`src/hw/rtl/lpw_pkg.sv`:
```
package lpw_pkg;

  // Screen size registers and colour components have fixed widths.
  localparam int SCREEN_BITS = 12;
  localparam int COLOR_BITS  = 8;

  // Operation carried by an input transaction.
  typedef enum logic {
    OP_LOAD = 1'b0,
    OP_STEP = 1'b1
  } op_e;

  // Configuration register indexes.
  typedef enum logic {
    REG_SCREEN_WIDTH  = 1'b0,
    REG_SCREEN_HEIGHT = 1'b1
  } cfg_reg_e;

  // Walk direction chosen at load time.
  typedef enum logic [1:0] {
    MODE_VERT = 2'd0,
    MODE_HORZ = 2'd1,
    MODE_RISE = 2'd2,
    MODE_FALL = 2'd3
  } walk_mode_e;

  // Control state of the walker, passed between the state registers and the step logic.
  typedef struct packed {
    logic       busy;
    walk_mode_e mode;
    logic       y_run;
  } walk_ctl_t;

endpackage

```
`src/hw/rtl/lpw_step.sv`:
```
module lpw_step #(
  parameter int CB = 12
) (
  input  logic                                 do_load_i,
  input  logic                                 do_step_i,
  input  logic signed [CB-1:0]                 x_start_i,
  input  logic signed [CB-1:0]                 y_start_i,
  input  logic signed [CB-1:0]                 x_end_i,
  input  logic signed [CB-1:0]                 y_end_i,
  input  logic [lpw_pkg::SCREEN_BITS-1:0]      screen_width_i,
  input  logic [lpw_pkg::SCREEN_BITS-1:0]      screen_height_i,
  input  lpw_pkg::walk_ctl_t                   ctl_i,
  input  logic signed [CB-1:0]                 cur_x_i,
  input  logic signed [CB:0]                   cur_y_i,
  input  logic signed [CB-1:0]                 tgt_x_i,
  input  logic signed [CB-1:0]                 tgt_y_i,
  input  logic signed [CB:0]                   span_x_i,
  input  logic signed [CB:0]                   span_y_i,
  input  logic signed [2*CB+1:0]               cross_x_i,
  input  logic signed [2*CB+1:0]               cross_y_i,
  output lpw_pkg::walk_ctl_t                   ctl_o,
  output logic signed [CB-1:0]                 cur_x_o,
  output logic signed [CB:0]                   cur_y_o,
  output logic signed [CB-1:0]                 tgt_x_o,
  output logic signed [CB-1:0]                 tgt_y_o,
  output logic signed [CB:0]                   span_x_o,
  output logic signed [CB:0]                   span_y_o,
  output logic signed [2*CB+1:0]               cross_x_o,
  output logic signed [2*CB+1:0]               cross_y_o,
  output logic                                 res_valid_o,
  output logic signed [CB-1:0]                 res_x_o,
  output logic signed [CB-1:0]                 res_y_o,
  output logic                                 res_on_screen_o,
  output logic                                 res_last_o
);
  import lpw_pkg::*;

  localparam int PW = 2 * CB + 2;
  localparam int CW = (CB + 2 > SCREEN_BITS + 1) ? CB + 2 : SCREEN_BITS + 1;
  localparam logic signed [CB-1:0] X_ONE = CB'(1);
  localparam logic signed [CB:0]   Y_ONE = (CB + 1)'(1);

  logic                   swap;
  logic signed [CB-1:0]   x1, y1, x2, y2;
  logic signed [CB:0]     sx_ld, sy_ld;
  logic signed [CB:0]     tgt_y_ext;
  logic signed [PW-1:0]   sx_ext, sy_ext;
  logic signed [CB-1:0]   x_inc;
  logic signed [CB:0]     y_move;
  logic signed [PW-1:0]   ax_inc, ay_move;
  logic                   rise;
  logic                   run_on;
  logic                   x_ok, y_ok;
  logic                   last;

  // Load path: order the endpoints so that x never falls, then take the spans.
  assign swap  = x_end_i < x_start_i;
  assign x1    = swap ? x_end_i : x_start_i;
  assign y1    = swap ? y_end_i : y_start_i;
  assign x2    = swap ? x_start_i : x_end_i;
  assign y2    = swap ? y_start_i : y_end_i;
  assign sx_ld = {x2[CB-1], x2} - {x1[CB-1], x1};
  assign sy_ld = {y2[CB-1], y2} - {y1[CB-1], y1};

  // Step path: one incremental update of a cross-product term per step.
  assign tgt_y_ext = {tgt_y_i[CB-1], tgt_y_i};
  assign sx_ext    = {{(PW-CB-1){span_x_i[CB]}}, span_x_i};
  assign sy_ext    = {{(PW-CB-1){span_y_i[CB]}}, span_y_i};
  assign rise      = ctl_i.mode == MODE_RISE;
  assign x_inc     = cur_x_i + X_ONE;
  assign y_move    = span_y_i[CB] ? cur_y_i - Y_ONE : cur_y_i + Y_ONE;
  assign ax_inc    = cross_x_i + sy_ext;
  assign ay_move   = rise ? cross_y_i + sx_ext : cross_y_i - sx_ext;

  // Next state and result flags.
  always_comb begin
    ctl_o     = ctl_i;
    cur_x_o   = cur_x_i;
    cur_y_o   = cur_y_i;
    tgt_x_o   = tgt_x_i;
    tgt_y_o   = tgt_y_i;
    span_x_o  = span_x_i;
    span_y_o  = span_y_i;
    cross_x_o = cross_x_i;
    cross_y_o = cross_y_i;
    last      = 1'b0;
    run_on    = 1'b0;

    if (do_load_i) begin
      cur_x_o     = x1;
      cur_y_o     = {y1[CB-1], y1};
      tgt_x_o     = x2;
      tgt_y_o     = y2;
      span_x_o    = sx_ld;
      span_y_o    = sy_ld;
      cross_x_o   = '0;
      cross_y_o   = '0;
      ctl_o.busy  = 1'b1;
      ctl_o.y_run = 1'b0;
      if (sx_ld == '0) begin
        ctl_o.mode = MODE_VERT;
      end else if (sy_ld == '0) begin
        ctl_o.mode = MODE_HORZ;
      end else if (!sy_ld[CB]) begin
        ctl_o.mode = MODE_RISE;
      end else begin
        ctl_o.mode = MODE_FALL;
      end
    end else if (do_step_i && ctl_i.busy) begin
      case (ctl_i.mode)
        MODE_VERT: begin
          if (cur_y_i == tgt_y_ext) begin
            last = 1'b1;
          end else begin
            cur_y_o = y_move;
          end
        end
        MODE_HORZ: begin
          if (cur_x_i >= tgt_x_i) begin
            last = 1'b1;
          end else begin
            cur_x_o = x_inc;
          end
        end
        default: begin
          if (!ctl_i.y_run) begin
            // Run along x while the pixel stays on the near side of the line.
            cur_x_o   = x_inc;
            cross_x_o = ax_inc;
            run_on    = (rise ? (ax_inc < cross_y_i) : (ax_inc > cross_y_i))
                        && (x_inc < tgt_x_i);
            if (!run_on) begin
              ctl_o.y_run = 1'b1;
            end
          end else begin
            // Run along y while the pixel stays on the far side of the line.
            cur_y_o   = rise ? cur_y_i + Y_ONE : cur_y_i - Y_ONE;
            cross_y_o = ay_move;
            run_on    = (rise ? (cross_x_i > ay_move) : (cross_x_i < ay_move))
                        && (rise ? (cur_y_o < tgt_y_ext) : (cur_y_o > tgt_y_ext));
            if (!run_on) begin
              if (cur_x_i < tgt_x_i) begin
                ctl_o.y_run = 1'b0;
              end else begin
                last = 1'b1;
              end
            end
          end
        end
      endcase
      if (last) begin
        ctl_o.busy = 1'b0;
      end
    end
  end

  // Result fields come from the position before the update.
  assign x_ok = !cur_x_i[CB-1] &&
                ({{(CW-CB){1'b0}}, cur_x_i} < {{(CW-SCREEN_BITS){1'b0}}, screen_width_i});
  assign y_ok = !cur_y_i[CB] &&
                ({{(CW-CB-1){1'b0}}, cur_y_i} < {{(CW-SCREEN_BITS){1'b0}}, screen_height_i});

  assign res_valid_o     = do_step_i && ctl_i.busy;
  assign res_x_o         = cur_x_i;
  assign res_y_o         = cur_y_i[CB-1:0];
  assign res_on_screen_o = x_ok && y_ok;
  assign res_last_o      = last;

endmodule

```
`src/hw/rtl/lpw_out.sv`:
```
module lpw_out #(
  parameter int CB = 12
) (
  input  logic                                clk_i,
  input  logic                                rst_ni,
  input  logic                                push_i,
  input  logic signed [CB-1:0]                x_i,
  input  logic signed [CB-1:0]                y_i,
  input  logic [3*lpw_pkg::COLOR_BITS-1:0]    colour_i,
  input  logic                                on_screen_i,
  input  logic                                last_i,
  input  logic                                ready_i,
  output logic                                valid_o,
  output logic signed [CB-1:0]                x_o,
  output logic signed [CB-1:0]                y_o,
  output logic [lpw_pkg::COLOR_BITS-1:0]      red_o,
  output logic [lpw_pkg::COLOR_BITS-1:0]      green_o,
  output logic [lpw_pkg::COLOR_BITS-1:0]      blue_o,
  output logic                                on_screen_o,
  output logic                                last_o
);
  import lpw_pkg::*;

  logic                        valid_q, valid_d;
  logic signed [CB-1:0]        x_q, y_q;
  logic [3*COLOR_BITS-1:0]     colour_q;
  logic                        on_screen_q, last_q;

  // A new result replaces one that is being taken in the same cycle.
  always_comb begin
    if (push_i) begin
      valid_d = 1'b1;
    end else if (ready_i) begin
      valid_d = 1'b0;
    end else begin
      valid_d = valid_q;
    end
  end

  always_ff @(posedge clk_i or negedge rst_ni) begin
    if (!rst_ni) begin
      valid_q <= 1'b0;
    end else begin
      valid_q <= valid_d;
    end
  end

  // Payload is loaded only with a new result.
  always_ff @(posedge clk_i) begin
    if (push_i) begin
      x_q         <= x_i;
      y_q         <= y_i;
      colour_q    <= colour_i;
      on_screen_q <= on_screen_i;
      last_q      <= last_i;
    end
  end

  assign valid_o     = valid_q;
  assign x_o         = x_q;
  assign y_o         = y_q;
  assign red_o       = colour_q[3*COLOR_BITS-1:2*COLOR_BITS];
  assign green_o     = colour_q[2*COLOR_BITS-1:COLOR_BITS];
  assign blue_o      = colour_q[COLOR_BITS-1:0];
  assign on_screen_o = on_screen_q;
  assign last_o      = last_q;

endmodule

```
`src/hw/rtl/line_pixel_walker.sv`:
```
// Channel | Direction | Handshake                | Payload
// input   | in        | in_valid_i / in_ready_o  | operation, endpoints, colour
// output  | out       | out_valid_o / out_ready_i| pixel position, colour, flags
// config  | in        | cfg_we_i (no wait)       | cfg_addr_i, cfg_wdata_i
//
// Each input transaction is handled as it is accepted; a step produces its pixel
// in the output register on the next cycle, so one pixel per clock is sustained
// while results are taken. The rate is set by the combinational state update: one
// incremental add and one compare on a cross-product term per step.
// Reset clears the walker to idle and the screen size to 640 by 480.
// The input is stalled only while a result is held and not taken.
module line_pixel_walker #(
  parameter int COORD_BITS = 12
) (
  input  logic                                 clk_i,
  input  logic                                 rst_ni,
  input  logic                                 cfg_we_i,
  input  logic [0:0]                           cfg_addr_i,
  input  logic [lpw_pkg::SCREEN_BITS-1:0]      cfg_wdata_i,
  input  logic                                 in_valid_i,
  output logic                                 in_ready_o,
  input  logic                                 operation_i,
  input  logic signed [COORD_BITS-1:0]         x_start_i,
  input  logic signed [COORD_BITS-1:0]         y_start_i,
  input  logic signed [COORD_BITS-1:0]         x_end_i,
  input  logic signed [COORD_BITS-1:0]         y_end_i,
  input  logic [lpw_pkg::COLOR_BITS-1:0]       red_i,
  input  logic [lpw_pkg::COLOR_BITS-1:0]       green_i,
  input  logic [lpw_pkg::COLOR_BITS-1:0]       blue_i,
  output logic                                 out_valid_o,
  input  logic                                 out_ready_i,
  output logic signed [COORD_BITS-1:0]         pixel_x_o,
  output logic signed [COORD_BITS-1:0]         pixel_y_o,
  output logic [lpw_pkg::COLOR_BITS-1:0]       pixel_red_o,
  output logic [lpw_pkg::COLOR_BITS-1:0]       pixel_green_o,
  output logic [lpw_pkg::COLOR_BITS-1:0]       pixel_blue_o,
  output logic                                 on_screen_o,
  output logic                                 last_pixel_o
);
  import lpw_pkg::*;

  localparam int CB = COORD_BITS;

  logic                      accept, do_load, do_step;
  logic [SCREEN_BITS-1:0]    width_q, height_q;
  walk_ctl_t                 ctl_q, ctl_d;
  logic signed [CB-1:0]      cur_x_q, cur_x_d, tgt_x_q, tgt_x_d, tgt_y_q, tgt_y_d;
  logic signed [CB:0]        cur_y_q, cur_y_d, span_x_q, span_x_d, span_y_q, span_y_d;
  logic signed [2*CB+1:0]    cross_x_q, cross_x_d, cross_y_q, cross_y_d;
  logic [3*COLOR_BITS-1:0]   colour_q;
  logic                      res_valid, res_on_screen, res_last;
  logic signed [CB-1:0]      res_x, res_y;

  // Input handshake: the output register frees up when its result is taken.
  assign in_ready_o = !out_valid_o || out_ready_i;
  assign accept     = in_valid_i && in_ready_o;
  assign do_load    = accept && (operation_i == OP_LOAD);
  assign do_step    = accept && (operation_i == OP_STEP);

  // Configuration registers.
  always_ff @(posedge clk_i or negedge rst_ni) begin
    if (!rst_ni) begin
      width_q  <= SCREEN_BITS'(640);
      height_q <= SCREEN_BITS'(480);
    end else if (cfg_we_i) begin
      if (cfg_addr_i == REG_SCREEN_WIDTH) begin
        width_q <= cfg_wdata_i;
      end
      if (cfg_addr_i == REG_SCREEN_HEIGHT) begin
        height_q <= cfg_wdata_i;
      end
    end
  end

  // Walker state, updated on every accepted transaction.
  always_ff @(posedge clk_i or negedge rst_ni) begin
    if (!rst_ni) begin
      ctl_q     <= '{busy: 1'b0, mode: MODE_VERT, y_run: 1'b0};
      cur_x_q   <= '0;
      cur_y_q   <= '0;
      tgt_x_q   <= '0;
      tgt_y_q   <= '0;
      span_x_q  <= '0;
      span_y_q  <= '0;
      cross_x_q <= '0;
      cross_y_q <= '0;
      colour_q  <= '0;
    end else if (accept) begin
      ctl_q     <= ctl_d;
      cur_x_q   <= cur_x_d;
      cur_y_q   <= cur_y_d;
      tgt_x_q   <= tgt_x_d;
      tgt_y_q   <= tgt_y_d;
      span_x_q  <= span_x_d;
      span_y_q  <= span_y_d;
      cross_x_q <= cross_x_d;
      cross_y_q <= cross_y_d;
      if (do_load) begin
        colour_q <= {red_i, green_i, blue_i};
      end
    end
  end

  lpw_step #(.CB(CB)) u_step (
    .do_load_i       (do_load),
    .do_step_i       (do_step),
    .x_start_i       (x_start_i),
    .y_start_i       (y_start_i),
    .x_end_i         (x_end_i),
    .y_end_i         (y_end_i),
    .screen_width_i  (width_q),
    .screen_height_i (height_q),
    .ctl_i           (ctl_q),
    .cur_x_i         (cur_x_q),
    .cur_y_i         (cur_y_q),
    .tgt_x_i         (tgt_x_q),
    .tgt_y_i         (tgt_y_q),
    .span_x_i        (span_x_q),
    .span_y_i        (span_y_q),
    .cross_x_i       (cross_x_q),
    .cross_y_i       (cross_y_q),
    .ctl_o           (ctl_d),
    .cur_x_o         (cur_x_d),
    .cur_y_o         (cur_y_d),
    .tgt_x_o         (tgt_x_d),
    .tgt_y_o         (tgt_y_d),
    .span_x_o        (span_x_d),
    .span_y_o        (span_y_d),
    .cross_x_o       (cross_x_d),
    .cross_y_o       (cross_y_d),
    .res_valid_o     (res_valid),
    .res_x_o         (res_x),
    .res_y_o         (res_y),
    .res_on_screen_o (res_on_screen),
    .res_last_o      (res_last)
  );

  lpw_out #(.CB(CB)) u_out (
    .clk_i       (clk_i),
    .rst_ni      (rst_ni),
    .push_i      (res_valid),
    .x_i         (res_x),
    .y_i         (res_y),
    .colour_i    (colour_q),
    .on_screen_i (res_on_screen),
    .last_i      (res_last),
    .ready_i     (out_ready_i),
    .valid_o     (out_valid_o),
    .x_o         (pixel_x_o),
    .y_o         (pixel_y_o),
    .red_o       (pixel_red_o),
    .green_o     (pixel_green_o),
    .blue_o      (pixel_blue_o),
    .on_screen_o (on_screen_o),
    .last_o      (last_pixel_o)
  );

endmodule

```
`config.mk`:
```
export PLATFORM = sky130hd
export DESIGN_NAME = line_pixel_walker
export DESIGN_NICKNAME = d
export VERILOG_FILES = /design/src/hw/rtl/lpw_pkg.sv /design/src/hw/rtl/lpw_step.sv /design/src/hw/rtl/lpw_out.sv /design/src/hw/rtl/line_pixel_walker.sv
export SDC_FILE = /design/constraint.sdc
export NUM_CORES = 1
export LEC_CHECK = 0
export BUFFER_PORTS_ARGS = -buffer_cell sky130_fd_sc_hd__buf_2
export CORE_MARGIN = 2
export CORE_UTILIZATION = 50
export DETAILED_ROUTE_END_ITERATION = 10
export PLACE_DENSITY = 0.69
export SYNTH_ARGS = -nofsm -noshare
export SYNTH_HDL_FRONTEND = slang
export SYNTH_SLANG_ARGS = --single-unit
```
`constraint.sdc`:
```
create_clock -name clk_i -period 12.56 [get_ports clk_i]
set_input_delay 0.628 -clock clk_i [delete_from_list [all_inputs] [get_ports clk_i]]
set_output_delay 0.628 -clock clk_i [all_outputs]
set_load 0.02 [all_outputs]
```
==> flow_summary.json <==
{
  "p_clk_share_pct": 16.6,
  "first_pass_iters": 5,
  "cts_buffer_depth": 3,
  "cts_hold_buf": 0,
  "num_rows": 68,
  "leakagePower_nw": 9.17,
  "fin_crit_sh_pct": 52.5,
  "antenna_cells": 0,
  "die-area_sq_mm": 0.0363,
  "grt_pass1_vias": 14400,
  "cp.arrival_ns": 6.90,
  "vias": 15000,
  "grt_pass1_wl_mm": 76.6,
  "setup_slack_ns": 5.96,
  "io_pins": 143,
  "design_area_sq_mm": 0.0193,
  "hold_class": "primary input to async pin",
  "placed_area_sq_mm": 0.0185,
  "synth_seq_cells": 230,
  "multi_input_area_sq_mm": 0.0106,
  "utilization_pct": 56.1,
  "async_flop_share_pct": 78.3,
  "swShare_pct": 45.2,
  "synthTopCellsByArea": "dfrtp_1 25%, ha_1 13%, edfxtp_1 8.6%",
  "cp_data_required_time_ns": 12.86,
  "htreeDepth": 1,
  "finalSetupTns_ns": 0,
  "ant_nets": 0,
  "yosysUniqueCellTypes": 80,
  "drc": 0,
  "portBuffers": 142,
  "synth_ff_type": "dfrtp_1",
  "switching_power_mw": 2.01,
  "r2r-end": "u_out.last_o",
  "min_period_ns": 6.60,
  "slew_headroom_pct": 35.7,
  "synthToLayoutAreaGrowth_pct": 11.0,
  "initial_utilization_pct": 50.5,
  "finalHoldViolations": 0,
  "setup_viol": 0,
  "grt_antenna_before_repair": 0,
  "yosys_warnings": 0,
  "syn_inst": 2062,
  "finClkSkew_ns": 0.0190,
  "synth_seq_area_share_pct": 34.5,
  "synth_largest_area_cell": "dfrtp_1",
  "crit_slowest_cell": "nand2b_1",
  "reg2reg_depth": 24,
  "wl_mm": 47.8,
  "clockRootBuffer": "clkbuf_16",
  "intPower_mw": 2.44,
  "die_width_um": 191,
  "core_sq_mm": 0.0345,
  "final_nets": 2434,
  "worstMarginPinSlew_ns": 0.964,
  "drt-wirelength-per-cell_um": 18.1,
  "rr_startpoint": "ctl_q[2]",
  "cap_violations": 0,
  "regArea_sq_mm": 0.00601,
  "insertion_delay_ns": 0.55,
  "place_worst_setup_slack_ns": 5.97,
  "vdd_drop_max_uv": 124,
  "max_freq_mhz": 152,
  "outcome": "finished clean",
  "cts.clk_slew.worst_paths_ns": 0.07,
  "die_h_um": 191,
  "critPathBufInv": 0,
  "cpMostUsedCell": "o21ai_0",
  "critPathTopFamily": "compound AO/OA/AOI/OAI gates",
  "cts.repair.resized": 0,
  "yosysMostFrequentCell": "nand2_1",
  "gp_congestion": 0.920,
  "grt_overflow": 0,
  "postCtsSetupRepairBufs": 0,
  "post_drt_via_cell_ratio": 5.71,
  "synthesis.nets": 2335,
  "end_kind": "flop",
  "crit_fanout": 18,
  "synth_commonest_cells": "328 x nand2_1, 180 x ha_1, 174 x dfrtp_1, 150 x nor2_1",
  "cts_made_buffers": 26,
  "dp_hpwl_mm": 36.1,
  "synth_top_area_share_pct": 25.0,
  "critPathKind": "flop to flop",
  "drive_gt1_share_pct": 11.5,
  "cts_tree": "yes",
  "fill_cells": 3179,
  "syn_area_per_cell_sq_um": 8.44,
  "setup.worst_path.start_class": "flop",
  "rsz0062_at_grt": "false",
  "cts_sinks": 230,
  "path_cells": "nand2b_1, o21ai_0, xnor2_1, ha_1, or3_1, a211oi_1, o21ai_0, a31oi_1, o21ai_0, a31o_2, a221oi_1, o21ai_0, nor2b_1, xnor2_1, ha_1, a21o_1, a21o_1, a21oi_1, o311ai_0, a211oi_1, a21oi_1, nor3b_1, o31ai_1, and2_1",
  "synth_area_sq_mm": 0.0174,
  "grt_max_degree": 108,
  "power_density_mw_per_mm2": 230,
  "synth_edf_count": 50,
  "drt-initial-drc-count": 964,
  "drv_slew": 0,
  "seqPwrFrac_pct": 28.0,
  "grtUsageTotal_pct": 26.4,
  "combPwrFrac_pct": 55.4,
  "slowest_delay_ns": 0.69,
  "reg2reg_slack_ns": 5.96
}
==> worst max path at each step <==
| stage | cells after the start | startpoint | end | slack (ns) |
|---|---|---|---|---|
| after floorplan | 26 | ctl_q[1] | u_out.last_o | 6.82 |
| after global placement | 24 | ctl_q[2] | u_out.last_o | 6.17 |
| after detailed placement | 24 | ctl_q[2] | u_out.last_o | 5.97 |
| after CTS | 24 | ctl_q[2] | u_out.last_o | 5.96 |
| after global routing | 24 | ctl_q[2] | u_out.last_o | 5.35 |
| final | 24 | ctl_q[2] | u_out.last_o | 5.96 |
==> registers in the layout, indices dropped and copies added (netlist names), 13 cells and up <==
signal          flops
cross_x_q          26
colour_q           24
cur_y_q            13
u_out.colour_q     24
span_x_q           13
cross_y_q          26
span_y_q           13
==> cells in the final DEF, fill, tap and decap left out, types with 16 or more instances in the layout <==
cell       Yosys  final
nand3_1       85     85
or3_1         16     16
nor2b_1       39     39
nor3_1        31     30
ha_1         180    180
a21oi_1      108    108
o21ai_0      131    131
and3_1        17     17
nand2b_1      36     36
nor2_1       150    148
a31oi_1       50     50
clkbuf_16      0     26
xnor2_1       71     71
mux2i_1       21     21
mux2_2        25     25
nand4_1       25     25
o21a_1        24     24
buf_2          3    141
edfxtp_1      50     50
xor2_1        53     53
a21o_1        57     57
inv_1        131    131
nand2_1      328    328
dfrtp_1      174    174
==> cells by family (layout without fill, tap and decap cells) <==
group | after synthesis | after routing | synth area share, %
AND/OR/NAND/NOR | 769 | 769 | 20.2
AO/OA/AOI/OAI | 486 | 486 | 17.8
flip-flops | 230 | 230 | 34.5
buffers and inverters | 217 | 336 | 4.76
adder cells (fa/ha/maj) | 189 | 189 | 13.6
XOR/XNOR | 124 | 124 | 6.24
multiplexers | 47 | 47 | 2.95
==> stage by stage <==
stage                     instances  hold slack (ns)  power (mW)
after floorplan                2062            0.332        3.02
after global placement         2588            0.426        3.64
after detailed placement       2588            0.430        3.69
after CTS                      2636            0.208        4.45
after global routing           2636            0.230        4.85
final                          2636            0.150        4.45
==> area by class of cell <==
type,count,share of cell area [%]
multi-input combinational,1615,54.8
sequential,230,31.1
timing repair buffer,156,4.27
clock buffer,30,3.50
tap,455,2.95
inverter,132,2.56
clock inverter,18,0.777
==> power by group through the flow <==
stage | combinational [mW] | clock [mW] | sequential, mW
after global placement | 2.40 | 0 | 1.25
after floorplan | 1.85 | 0 | 1.17
after global routing | 2.79 | 0.784 | 1.28
after CTS | 2.46 | 0.753 | 1.24
after detailed placement | 2.44 | 0 | 1.25
final | 2.47 | 0.736 | 1.25
==> layer usage <==
metal / vias to the layer above / wire length, um / track usage, %
met1: 7058 / 22400 / 37.7
met5: - / 0 / 0
met2: 436 / 21200 / 42.4
met3: 64 / 3110 / 3.51
met4: 0 / 1110 / 6.26
li1: 7485 / - / -
No activity file was read; power rests on OpenSTA's default activity.
